<file path="config.mk">
export PLATFORM = sky130hd
export DESIGN_NAME = button_click_classifier
export DESIGN_NICKNAME = d
export VERILOG_FILES = /design/src/rtl/bcc_pkg.sv /design/src/rtl/bcc_classify.sv /design/src/rtl/button_click_classifier.sv
export SDC_FILE = /design/constraint.sdc
export NUM_CORES = 1
export LEC_CHECK = 0
export BUFFER_PORTS_ARGS = -buffer_cell sky130_fd_sc_hd__buf_4
export CORE_MARGIN = 10
export CORE_UTILIZATION = 40
export CTS_BUF_LIST = sky130_fd_sc_hd__clkbuf_8
export CTS_CLUSTER_SIZE = 12
export DETAILED_ROUTE_END_ITERATION = 16
export PLACE_DENSITY = 0.6
export SYNTH_ARGS = -nofsm -noshare
export SYNTH_HDL_FRONTEND = slang
export SYNTH_SLANG_ARGS = --single-unit
</file>
<file path="constraint.sdc">
create_clock -name clk -period 6.75 [get_ports clk]
set_clock_uncertainty 0.1 [all_clocks]
set_input_delay 0.675 -clock clk [delete_from_list [all_inputs] [get_ports clk]]
set_output_delay 0.675 -clock clk [all_outputs]
set_load 0.02 [all_outputs]
</file>
<file path="src/rtl/bcc_pkg.sv">
// Package with the payload types and class codes of the button click classifier.
`default_nettype none

package bcc_pkg;

	// Class codes, shared by prev_class and press_class.
	localparam logic [2:0] CLS_NONE       = 3'd0;
	localparam logic [2:0] CLS_SHORT      = 3'd1;
	localparam logic [2:0] CLS_LONG       = 3'd2;
	localparam logic [2:0] CLS_DOUBLE     = 3'd3;
	localparam logic [2:0] CLS_TRIPLE     = 3'd4;
	localparam logic [2:0] CLS_SUS_DOUBLE = 3'd5;
	localparam logic [2:0] CLS_SUS_TRIPLE = 3'd6;

	// Configuration register indexes.
	localparam logic [1:0] REG_SPACING = 2'd0;
	localparam logic [1:0] REG_LONG    = 2'd1;
	localparam logic [1:0] REG_SCAN    = 2'd2;

	localparam logic [23:0] SPACING_RST = 24'd300000;
	localparam logic [23:0] LONG_RST    = 24'd1000000;
	localparam logic [23:0] SCAN_RST    = 24'd50000;

	typedef struct packed {
		logic [31:0] now_us;
		logic [31:0] pressed_stamp;
		logic [31:0] released_stamp;
		logic [2:0]  prev_class;
	} bcc_in_t;

	typedef struct packed {
		logic [2:0] press_class;
		logic       clear_stamps;
	} bcc_out_t;

	typedef struct packed {
		logic [23:0] join_gap_us;
		logic [23:0] long_press_us;
		logic [23:0] scan_interval_us;
	} bcc_cfg_t;

	// Update of the remembered release stamp.
	typedef struct packed {
		logic        we;
		logic [31:0] value;
	} bcc_upd_t;

endpackage

`default_nettype wire

</file>
<file path="src/rtl/bcc_classify.sv">
// Combinational classification of one registered button sample.
`default_nettype none

module bcc_classify (
	input  bcc_pkg::bcc_in_t  item,
	input  bcc_pkg::bcc_cfg_t cfg,
	input  logic [31:0]       last_release,
	output bcc_pkg::bcc_out_t result,
	output bcc_pkg::bcc_upd_t upd
);
	import bcc_pkg::*;

	logic [31:0] hold_rel;
	logic [31:0] gap;
	logic [31:0] hold_held;
	logic [24:0] upper;
	logic [31:0] long_ext;
	logic [31:0] spc_ext;
	logic        short_hold;
	logic        gap_gt;
	logic        gap_lt;
	logic        held_long;
	logic        held_in_win;
	logic        same_rel;

	assign long_ext    = {8'd0, cfg.long_press_us};
	assign spc_ext     = {8'd0, cfg.join_gap_us};
	assign hold_rel    = item.released_stamp - item.pressed_stamp;
	assign gap         = item.now_us - item.released_stamp;
	assign hold_held   = item.now_us - item.pressed_stamp;
	assign upper       = {1'b0, cfg.long_press_us} + {1'b0, cfg.scan_interval_us};
	assign short_hold  = hold_rel < long_ext;
	assign gap_gt      = gap > spc_ext;
	assign gap_lt      = gap < spc_ext;
	assign held_long   = hold_held >= long_ext;
	assign held_in_win = hold_held < {7'd0, upper};
	assign same_rel    = item.released_stamp == last_release;

	always_comb begin
		result.press_class  = item.prev_class;
		result.clear_stamps = 1'b0;
		upd.we              = 1'b0;
		upd.value           = item.released_stamp;
		if (item.released_stamp != 32'd0) begin
			if (short_hold && gap_gt) begin
				result.press_class  = (item.prev_class == CLS_SUS_TRIPLE) ? CLS_DOUBLE : CLS_SHORT;
				result.clear_stamps = 1'b1;
			end else if (short_hold && gap_lt) begin
				case (item.prev_class)
					CLS_SUS_DOUBLE: begin
						if (same_rel) begin
							result.press_class = CLS_SUS_DOUBLE;
						end else begin
							result.press_class = CLS_SUS_TRIPLE;
							upd.we             = 1'b1;
						end
					end
					CLS_SUS_TRIPLE: begin
						result.press_class = same_rel ? CLS_SUS_TRIPLE : CLS_TRIPLE;
					end
					CLS_TRIPLE: begin
						result.press_class  = CLS_NONE;
						result.clear_stamps = 1'b1;
					end
					default: begin
						result.press_class = CLS_SUS_DOUBLE;
						upd.we             = 1'b1;
					end
				endcase
			end
		end else if (held_long) begin
			result.press_class = held_in_win ? CLS_LONG : CLS_NONE;
		end
	end

endmodule

`default_nettype wire

</file>
<file path="src/rtl/button_click_classifier.sv">
// Top level of the button click classifier: handshake, registers and state.
//
// Usage: the caller hands one button sample per transfer on the input channel
// (in_valid, in_stall, in_data): current time, press and release stamps and the
// class it got for the previous sample. For each sample the block returns one
// transfer on the output channel (out_valid, out_stall, out_data) holding the
// new class and a flag asking the caller to zero its stamps.
// Path: a sample is taken into the input register, classified from it, and its
// result is registered in the result register, which drives out_data.
// Throughput: one sample per cycle while the receiver does not stall; the
// remembered release stamp is updated in the same cycle that classifies a
// sample, so the next sample sees it at once.
// When the receiver stalls, the result register holds its value and the input
// register holds the next sample; in_stall rises only while both are full.
// Reset (arst_n low) empties both stages, clears the remembered release stamp
// and loads the default spacing, long-press and scan-interval values.
// Configuration: cfg_we writes cfg_data (24 bits) into register cfg_index;
// index 3 is ignored. Write only while no sample is in flight.
`default_nettype none

module button_click_classifier (
	input  logic              clk,
	input  logic              arst_n,
	input  logic              in_valid,
	output logic              in_stall,
	input  bcc_pkg::bcc_in_t  in_data,
	output logic              out_valid,
	input  logic              out_stall,
	output bcc_pkg::bcc_out_t out_data,
	input  logic              cfg_we,
	input  logic [1:0]        cfg_index,
	input  logic [23:0]       cfg_data
);
	import bcc_pkg::*;

	bcc_in_t     item_s1;
	logic        valid_s1;
	bcc_out_t    res_s2;
	logic        valid_s2;
	bcc_cfg_t    cfg_q;
	logic [31:0] last_release_q;
	bcc_out_t    result;
	bcc_upd_t    upd;
	logic        adv_s1;
	logic        load_s1;

	// The input stage moves on when the result register is empty or draining.
	assign adv_s1   = valid_s1 && (!valid_s2 || !out_stall);
	assign in_stall = valid_s1 && !adv_s1;
	assign load_s1  = in_valid && !in_stall;

	bcc_classify u_classify (
		.item         (item_s1),
		.cfg          (cfg_q),
		.last_release (last_release_q),
		.result       (result),
		.upd          (upd)
	);

	always_ff @(posedge clk or negedge arst_n) begin
		if (!arst_n) begin
			valid_s1 <= 1'b0;
			valid_s2 <= 1'b0;
		end else begin
			if (load_s1) begin
				valid_s1 <= 1'b1;
			end else if (adv_s1) begin
				valid_s1 <= 1'b0;
			end
			if (adv_s1) begin
				valid_s2 <= 1'b1;
			end else if (!out_stall) begin
				valid_s2 <= 1'b0;
			end
		end
	end

	// Payload registers need no reset.
	always_ff @(posedge clk) begin
		if (load_s1) begin
			item_s1 <= in_data;
		end
		if (adv_s1) begin
			res_s2 <= result;
		end
	end

	always_ff @(posedge clk or negedge arst_n) begin
		if (!arst_n) begin
			last_release_q <= 32'd0;
		end else if (adv_s1 && upd.we) begin
			last_release_q <= upd.value;
		end
	end

	always_ff @(posedge clk or negedge arst_n) begin
		if (!arst_n) begin
			cfg_q.join_gap_us      <= SPACING_RST;
			cfg_q.long_press_us    <= LONG_RST;
			cfg_q.scan_interval_us <= SCAN_RST;
		end else if (cfg_we) begin
			unique case (cfg_index)
				REG_SPACING: cfg_q.join_gap_us      <= cfg_data;
				REG_LONG:    cfg_q.long_press_us    <= cfg_data;
				REG_SCAN:    cfg_q.scan_interval_us <= cfg_data;
				default: begin
				end
			endcase
		end
	end

	assign out_valid = valid_s2;
	assign out_data  = res_s2;

	// A sample held in the input stage is never dropped.
	a_s1_hold: assert property (@(posedge clk) disable iff (!arst_n)
		valid_s1 && !adv_s1 |=> valid_s1)
		else $error("input stage lost a sample");

	// Every stamp update comes with a suspect class on the output.
	a_upd_class: assert property (@(posedge clk) disable iff (!arst_n)
		adv_s1 && upd.we |=> valid_s2 &&
			(res_s2.press_class == CLS_SUS_DOUBLE || res_s2.press_class == CLS_SUS_TRIPLE))
		else $error("stamp update without suspect class");

	// Clearing the stamps only goes with short, double or none.
	a_clear_class: assert property (@(posedge clk) disable iff (!arst_n)
		valid_s2 && res_s2.clear_stamps |->
			(res_s2.press_class == CLS_SHORT || res_s2.press_class == CLS_DOUBLE ||
			 res_s2.press_class == CLS_NONE))
		else $error("clear flag with unexpected class");

	// The remembered stamp only ever takes a nonzero release time.
	a_rel_nonzero: assert property (@(posedge clk) disable iff (!arst_n)
		!$stable(last_release_q) |-> last_release_q != 32'd0)
		else $error("remembered release stamp set to zero");

endmodule

`default_nettype wire
</file>
==> out/results.txt, run 1 <==
Combinational logic is responsible for 41.5% of the overall power. Count of buffers inserted at the top-level ports: 135. Ranked by instance count, the synthesized netlist is headed by sky130_fd_sc_hd__ha_1 (212), sky130_fd_sc_hd__inv_1 (145), sky130_fd_sc_hd__a21oi_1 (132).

The count of cells along the worst hold path came out at 1. The final wirelength is 47520 µm, and the first-pass iteration count of the detailed router is 5. Summing all flip-flop and latch instances after layout gives 5772 µm². The total of max-cap violations is 0, and the post-synthesis net count is 1984. For the post-synthesis cell count, the log shows 1638. After synthesis, flip-flops and latches occupy 35.60% of the total area. Of the cells placed in the final design, the portion with a size suffix greater than 1 is 18.50%.

The minimum setup slack among reg-to-reg paths is 440 ps, and the synthesis warning total is 0. The start point of the worst min-delay path is in_data[75]. The tools report the final-layout fill cell count as 3753. The worst pin sits at a relative slew slack of 35.65%. The power density of the placed cells works out to 251.9 nW/µm².

Among all flip-flop cells after synthesis, the most frequent one is sky130_fd_sc_hd__edfxtp_1. The worst hold path endpoint was item_s1[75]$_DFFE_PP_. The core region is 39910 µm².

Final period demand of the worst path: 6306 ps. Setup repair after global routing left no endpoint under its margin. Summing all multi-input logic gate instances after layout gives 9769 µm². Counting the buffers created by CTS gives 36. The final cell area excluding filler cells is 18640 µm². The area share of the leading cell type in the synthesized netlist was 19.08%; the number of clock sinks was 209. The most critical setup path has its startpoint at item_s1[5]$_DFFE_PP_.

After clock tree synthesis, the clock-pin slew on the worst setup and hold paths is 60 ps. In this run the mean area of a mapped cell was 9.898 µm². In this run the count of I/O pins placed on the die edge is 136. Setup violations remaining at the end of the flow were counted as 0. The switching component of the power came out at 1.734 mW. Data arrives at the worst endpoint at 6680 ps.

First-pass GRT wire length: 72960 µm. Counting flops with a built-in enable in the synthesized netlist gives 103. After synthesis, the netlist uses 80 different library cells.

At the end of routability-driven placement, the weighted congestion stood at 0.9585. The clock latency reported for the late side of the worst-skew pair is 600 ps, and the share of synthesized flip-flops with an asynchronous set or reset is 50.72%. Summed over all nets, the half-perimeter wirelength after detailed placement is 38600 µm. The type of destination of the critical path was a flop.

Once the floorplan was initialized, standard cells occupied 40.62% of the core. The setup TNS came out at 0 ps. The pin count of the biggest net entering global routing was 67. The worst register-to-register path has a depth of 25. The detailed router placed 13.03k vias in this run. The clock passes through at most 3 buffers. TritonCTS built the clock tree.

The number of rows created at floorplan came out at 73. The total standard cell area after synthesis was 16210 µm²; the number of antenna violations at the first check in global routing was 0. The die covers 48980 µm². After detailed placement, the total cell area comes to 17870 µm². The worst-margin pin slew came out at 951.8 ps. From left edge to right edge, the die measures 221.3 µm.

The clock network is responsible for 24.8% of the overall power. The run gives 46.70% as the final core utilization. The tools report the clock root buffer as sky130_fd_sc_hd__clkbuf_8. For this run, design rule violations remaining after detail routing come to 0. Internal power comes to 2.961 mW. In the post-synthesis netlist, the biggest area contributors are sky130_fd_sc_hd__edfxtp_1 (19%), sky130_fd_sc_hd__ha_1 (16%), sky130_fd_sc_hd__dfrtp_1 (13%), sky130_fd_sc_hd__xnor2_1 (5.2%), sky130_fd_sc_hd__a21oi_1 (4.1%).

For this run, the top clock speed supported by timing is 0.1586 GHz. The run gives 7120 ps as the required time of the worst setup path. The tools report the startpoint of the lowest-slack register-to-register path as item_s1[5]$_DFFE_PP_. The number of DRC violations after detailed-routing iteration 0 is 873, and the via-per-instance ratio is 5.527.

For the sequential share of power, the log shows 33.7%. The number of antenna diodes in the final layout is 0. The setup path with the least slack is of type flop to flop. Global routing consumed, over all layers together, 18.68% of the routing resources. Net switching is 36.93% of the power. The flow ran to the end, and the final reports show no timing, DRC or antenna violations. STA classifies the critical path startpoint as a flop. The worst ir drop on vdd was 0.0001430 V; the number of antenna-violating nets in the routed design was 0. The final critical-path share of the clock period was 93.42%.

Of all nets on the critical path, the largest fanout is 16. The path class of the tightest hold or removal check is input port to flop. The synthesized design spends more area on one cell type than any other, namely sky130_fd_sc_hd__edfxtp_1. Height of the die: 221.3 µm.

From synthesis to final layout, the design area changed by 14.96%. After the last flow step, the layout net total stands at 2151. Number of H-tree levels: 2.

The worst register-to-register path ends at last_release_q[15]$_DFFE_PN0P_. The run gives 13.02k as the number of global-route vias before repair. Counting flops and latches in the post-synthesis netlist gives 209. The cell leakage power was 8.515 nW. The most common cell in the synthesized netlist is sky130_fd_sc_hd__ha_1.

The wire length per cell was 20.16 µm; the final hold violation count was 0. The total overflow left after global routing is 0. The number of pins exceeding their max-slew limit in the final report came out at 0.
-- critical path, cell delays in order (launching register included) --
cell,delay (ps)
sky130_fd_sc_hd__edfxtp_1,500
sky130_fd_sc_hd__ha_1,420
sky130_fd_sc_hd__o21a_1,130
sky130_fd_sc_hd__o31a_1,180
sky130_fd_sc_hd__o21ai_1,130
sky130_fd_sc_hd__o21ai_2,270
sky130_fd_sc_hd__a31oi_2,200
sky130_fd_sc_hd__or3_2,520
sky130_fd_sc_hd__nand2_1,150
sky130_fd_sc_hd__nand2_1,70
sky130_fd_sc_hd__nand2_1,110
sky130_fd_sc_hd__xor2_1,160
sky130_fd_sc_hd__ha_1,260
sky130_fd_sc_hd__a21o_1,160
sky130_fd_sc_hd__a21o_1,190
sky130_fd_sc_hd__a2111oi_1,390
sky130_fd_sc_hd__o211ai_1,140
sky130_fd_sc_hd__nor3_1,210
sky130_fd_sc_hd__nand4_1,150
sky130_fd_sc_hd__nor4_2,150
sky130_fd_sc_hd__o2111ai_1,180
sky130_fd_sc_hd__nor3_2,230
sky130_fd_sc_hd__nand4_2,180
sky130_fd_sc_hd__a2111oi_4,350
sky130_fd_sc_hd__buf_6,320
sky130_fd_sc_hd__mux2_4,320
-- kinds of logic (layout without fill, tap and decap cells) --
family | after synthesis | count (layout) | synth area share [%]
DFF | 209 | 209 | 35.60
buffers and inverters | 170 | 364 | 4.198
AOI/OAI and AO/OA | 448 | 448 | 17.73
muxes | 87 | 87 | 6.691
xor gates and xnor gates | 131 | 131 | 7.077
adders and majority gates | 216 | 216 | 16.85
and+or+nand+nor | 377 | 377 | 11.85
-- placed cells by master (no fill, tap or decap), drive strengths merged, types with 19 or more instances in the layout --
master,Yosys,final
a21o,70,70
a21oi,132,132
buf,3,152
clkbuf,22,44
dfrtp,85,85
dfstp,21,21
edfxtp,103,103
ha,212,212
inv,145,165
mux2,81,81
nand2,103,103
nand2b,27,27
nand3,28,28
nand4,36,36
nor2,75,75
nor3,19,19
o21a,23,23
o21ai,103,103
xnor2,96,96
xor2,35,35
-- power groups by stage --
stage	Sequential (mW)	Clock [mW]	Combinational, mW
2_1_floorplan	1.57	0	1.40
3_3_place_gp	1.60	0	1.86
3_5_place_dp	1.61	0	1.91
4_1_cts	1.58	1.21	1.93
5_1_grt	1.60	1.26	2.19
6_report	1.58	1.16	1.95
-- flip-flops by register name, summed over array words and instances (netlist names) --
signal,count
out_valid,1
item_s1,99
out_data,4
cfg_q,72
valid_s1,1
last_release_q,32
-- worst max path at each step --
stage                                          end  slack [ps]
finish              last_release_q[15]$_DFFE_PN0P_         440
floorplan           last_release_q[10]$_DFFE_PN0P_        1170
global route         last_release_q[0]$_DFFE_PN0P_          60
global placement     last_release_q[0]$_DFFE_PN0P_         560
detailed placement  last_release_q[31]$_DFFE_PN0P_         370
CTS                  last_release_q[0]$_DFFE_PN0P_         350
-- through the flow --
stage / instances / power (mW) / worst slack [ps] / hold WS (ps)
after floorplan: 1638 / 2.968 / 1166 / 279.4
after global placement: 2287 / 3.465 / 559.6 / 374.8
after detailed placement: 2287 / 3.516 / 372.1 / 400.6
after CTS: 2353 / 4.721 / 354.4 / 103.2
after global routing: 2357 / 5.052 / 57.94 / 119.3
final: 2357 / 4.695 / 444.2 / 150.5
-- metal layers --
metal	vias up	share of wire, %	track usage [%]
li1	6335	-	-
met1	6246	46	24.69
met2	385	46	30.72
met3	62	4.8	2.913
met4	0	2.4	5.636
met5	-	0	0
-- layout make-up --
cell class              instances  area share (%)
clock inverters                22          0.6713
flip-flops and latches        209           30.97
multi-input cells            1259           52.41
inverters                     145           2.920
well taps                     525           3.524
repair buffers                154           6.330
clock buffers                  43           3.175
-- timing repair --
item | CTS | global route
endpoints found under the hold margin | 40 | 0
hold buffers | 1 | 0
setup endpoints to repair | 0 | 32
resized for setup | 0 | 2
setup buffers | 0 | 3
(Power assumes the default switching activity.)
==> inputs of run 2 (changes only) <==
Settings changed: RECOVER_POWER from default to 100, SYNTH_HIERARCHICAL from default to 1.
==> out/results.txt, run 2 <==
The run finished, with violations left. The final reports fail on capacitance limit, slew limit. The tree is rooted in a sky130_fd_sc_hd__clkbuf_8.

The setup slack at placement came out at 306.1 ps. The cell taking the most area after synthesis was sky130_fd_sc_hd__edfxtp_1. Most common cell after layout, fill and taps aside: sky130_fd_sc_hd__ha_1.

For the pin with the worst max-slew slack, the measured transition is 3571 ps. The post-synthesis cell count is 1609. The HPWL after detailed placement is 37800 µm.

The number of global-route vias before repair is 12.66k. In the synthesized netlist, the cells that appear most often are sky130_fd_sc_hd__ha_1 (212), sky130_fd_sc_hd__inv_1 (144), sky130_fd_sc_hd__a21oi_1 (129). After Yosys synthesis, full adders, half adders and majority gates account for 16.85% of the synthesized area.

The startpoint kind of the worst setup timing path was a flop. The worst setup path is captured at a flop. After global routing the overflow that remains totals 0. The TritonCTS buffer count is 38. In this run the worst hold path is classified as input port to flop. The tools report the number of pins exceeding their max-slew limit in the final report as 236.

Of the total synthesized cell area, the portion taken by AND, OR, NAND and NOR gates is 10.41%. The floorplan has 73 rows. The floorplan step defined a die boundary enclosing 49000 µm². The count of cells along the worst hold path came out at 1. The H-tree generated during clock tree synthesis spans 2 levels. The tools report the number of top-level pins as 136. item_s1 holds more flip-flops than any other register. The largest fanout on the critical path was 32; the filler-free cell count of the finished design was 2294. The largest registers in the layout are item_s1 x99, cfg_q x72, last_release_q x32. Summing over every cut layer, the via total after detailed routing is 12.66k.

The logs give 0 for the number of antenna violations at the first check in global routing and 0 for the number of DRC violations after detailed routing. The compound-gate portion of the synthesized area works out to 16.97%. The logs give 0 for the final hold violation count and 209 for the number of clock sinks. Setup repair after global routing left no endpoint under its margin. The flip-flop count of the largest register, all copies and words added is 99, and the cell leakage power is 8.410 nW. The critical path is of the flop to flop type. The number of diodes is 0, and the power density of the placed cells is 260.8 nW/µm². Total global routing track utilization: 18.36%. The routability congestion estimate is 0.9058. The share of synthesized area in the top cell type comes to 19.07%. For the worst flop-to-flop path, the logic depth is 25. In this run, the number of DRC markers left after iteration 0 of detailed routing was 728.

Buffers added to address setup during post-CTS repair amount to 0. At the later pin of the worst-skew pair, clock insertion delay measures 580 ps. The portion of synthesized area spent on multiplexers is 7.600%. The post-synthesis average cell area came out at 10.08 µm². Counting every net in the synthesized netlist gives 1955.

In this run, synthesis inferred 103 flip-flops with an integrated enable. VDD sags by at most 0.0001566 V. The share of synthesized flip-flops with an asynchronous set or reset is 50.72%, and the pin count of the biggest net entering global routing is 70. In this run the tightest slew margin relative to its limit is -138.1%. Fill cells in the final layout number 3784.

For this run, the register share of the synthesized area comes to 35.59%. Sorting the synthesized cells by area gives the leading types as sky130_fd_sc_hd__edfxtp_1 (19%), sky130_fd_sc_hd__ha_1 (16%), sky130_fd_sc_hd__dfrtp_1 (13%), sky130_fd_sc_hd__mux2_2 (7.2%), sky130_fd_sc_hd__a21oi_1 (4.0%). For the worst setup path, the data required time is 7110 ps.

The clock period could shrink to 6346 ps. After routing, the total negative slack on setup checks comes to 0 ps. After synthesis the netlist holds a flip-flop and latch count of 209. STA puts the critical path data arrival time at 6700 ps. The worst path meets setup with 403.8 ps of slack. From synthesis to final layout, the design area changed by 12.92%. For this block, the routed nets add up to 46350 µm of wire.

Master of the slowest instance on the critical path: sky130_fd_sc_hd__edfxtp_1. The deepest clock path buffer count was 3; the clock-pin slew reported for the worst setup and hold paths after clock tree synthesis was 60 ps. The logs give 0 for the number of failing setup endpoints in the final timing report and 0.1576 GHz for the maximum clock frequency.

The library cells used most frequently in the layout, excluding fill and tap cells, are sky130_fd_sc_hd__ha_1 (212), sky130_fd_sc_hd__inv_1 (158), sky130_fd_sc_hd__a21oi_1 (129), sky130_fd_sc_hd__mux2_2 (103), sky130_fd_sc_hd__edfxtp_1 (103). Among cell families on the critical path, the largest total delay comes from compound AO/OA/AOI/OAI gates. The peak per-stage delay on the critical path was 490 ps. The effective utilization at floorplan was 40.63%; the wire length per cell was 20.21 µm. TritonCTS built the clock tree.

The final critical-path share of the clock period was 94.02%. The number of buffer and inverter instances along the worst setup path works out to 3. The first global-routing pass estimated 71550 µm of wire. Via-per-instance ratio: 5.520. Placeable core region: 39910 µm².

The die outline width was 221.4 µm. The post-route netlist has 18.88% of its cells at a drive strength greater than 1. The path length in cells of the critical path came out at 25. Max-cap violations in this run came to 5. Port buffering added 135 buffers. The Yosys step of the flow raised 6 warnings. Summing the areas of all xor and xnor instances in the mapped netlist gives 6.967% of the synthesized area.

The unique cell type count in the Yosys netlist was 81; the number of antenna-violating nets in the routed design was 0. Among all flip-flop cells after synthesis, the most frequent one is sky130_fd_sc_hd__edfxtp_1. The first-pass iteration count of the detailed router was 5; the total standard cell area after synthesis was 16220 µm². The most common cell in the synthesized netlist is sky130_fd_sc_hd__ha_1.

From bottom edge to top edge, the die measures 221.4 µm. The number of placed instances, taps included came out at 2223. The dominant combinational cell family by area after synthesis was compound AO/OA/AOI/OAI gates. The count of nets after finishing is 2085.
## run 2: changes by cell type after synthesis, sizes merged, moves of 10 or more
| cell | change |
|---|---|
| xnor2 | -36 |
| buf | +36 |
| o21ai | -18 |
| nand4 | -10 |
| mux2 | +24 |
| xor2 | +34 |
| a21o | -14 |
| nand2 | -36 |
## run 2: path summary, 6_finish.rpt
check / start / slack [ps] / endpoint
max: item_s1[3]$_DFFE_PP_ / 400 / last_release_q[7]$_DFFE_PN0P_
min: in_data[82] / 190 / item_s1[82]$_DFFE_PP_
max reg2reg: item_s1[3]$_DFFE_PP_ / 400 / last_release_q[7]$_DFFE_PN0P_
min reg2reg: cfg_q[61]$_DFFE_PN0P_ / 410 / cfg_q[61]$_DFFE_PN0P_
max in group asynchronous: arst_n / 2520 / cfg_q[2]$_DFFE_PN0P_
min in group asynchronous: arst_n / 1370 / cfg_q[49]$_DFFE_PN0P_
## run 2: area by class of cell
| cell class | instances | area, µm² | share of cell area (%) |
|---|---|---|---|
| Clock buffer | 43 | 591.8 | 3.232 |
| Multi-Input combinational cell | 1202 | 9550 | 52.15 |
| Tap cell | 525 | 656.9 | 3.587 |
| Clock inverter | 27 | 172.7 | 0.9429 |
| Timing Repair Buffer | 143 | 1025 | 5.596 |
| Inverter | 145 | 544.3 | 2.972 |
| Sequential cell | 209 | 5772 | 31.52 |
## run 2: worst reg2reg max path, cell delays in order (launching register included)
cell and delay, ps:
sky130_fd_sc_hd__edfxtp_1 490, sky130_fd_sc_hd__inv_1 100, sky130_fd_sc_hd__ha_1 160, sky130_fd_sc_hd__inv_1 50, sky130_fd_sc_hd__fa_1 420, sky130_fd_sc_hd__a211oi_1 260
sky130_fd_sc_hd__o211a_1 230, sky130_fd_sc_hd__o21a_1 240, sky130_fd_sc_hd__o21ai_1 140, sky130_fd_sc_hd__a21oi_1 270, sky130_fd_sc_hd__o21ai_1 130, sky130_fd_sc_hd__a31oi_1 250
sky130_fd_sc_hd__xnor2_1 150, sky130_fd_sc_hd__ha_1 260, sky130_fd_sc_hd__nand4_1 90, sky130_fd_sc_hd__nor3_1 90, sky130_fd_sc_hd__a2111o_1 380, sky130_fd_sc_hd__a2111oi_1 460
sky130_fd_sc_hd__nand4b_1 180, sky130_fd_sc_hd__nor4_1 340, sky130_fd_sc_hd__nand4_1 210, sky130_fd_sc_hd__nor2b_1 310, sky130_fd_sc_hd__and3_1 220, sky130_fd_sc_hd__nand3_1 70
sky130_fd_sc_hd__buf_4 270, sky130_fd_sc_hd__mux2_2 350
## run 2: per-stage QoR
step	power [mW]	area (µm²)	util, %	hold WS [ps]
after global placement	3.521	17580	44.04	394.9
after floorplan	3.005	16220	-	279.4
after CTS	4.817	18350	45.98	112.1
after global routing	5.156	18310	45.88	137.9
final	4.775	18310	45.88	194.0
after detailed placement	3.567	17580	44.04	398.9
## run 2: routing by layer
metal  GRT usage (%)  part of all wire, %
met1           23.95                   46
met2           29.39                   46
met3           3.625                  4.8
met4           6.957                  3.3
met5               0                    0
## run 2: cells by family after synthesis
logic type | after synthesis
flops | 209
compound gates | 422
mux | 110
fa+ha+maj | 216
buf+inv | 198
simple gates | 325
xor+xnor | 129
## run 2: where the power goes
part / switching (mW) / total [mW] / internal (mW)
clock network: 0.540 / 1.21 / 0.665
registers: 0.107 / 1.60 / 1.50
logic: 1.11 / 1.97 / 0.858
## run 2: timing repair
action / 4_1_cts / 5_1_grt
hold buffers: 1 / 0
setup endpoints to repair: 0 / 32
hold endpoints to repair: 5 / 0
resized for setup: 0 / 6
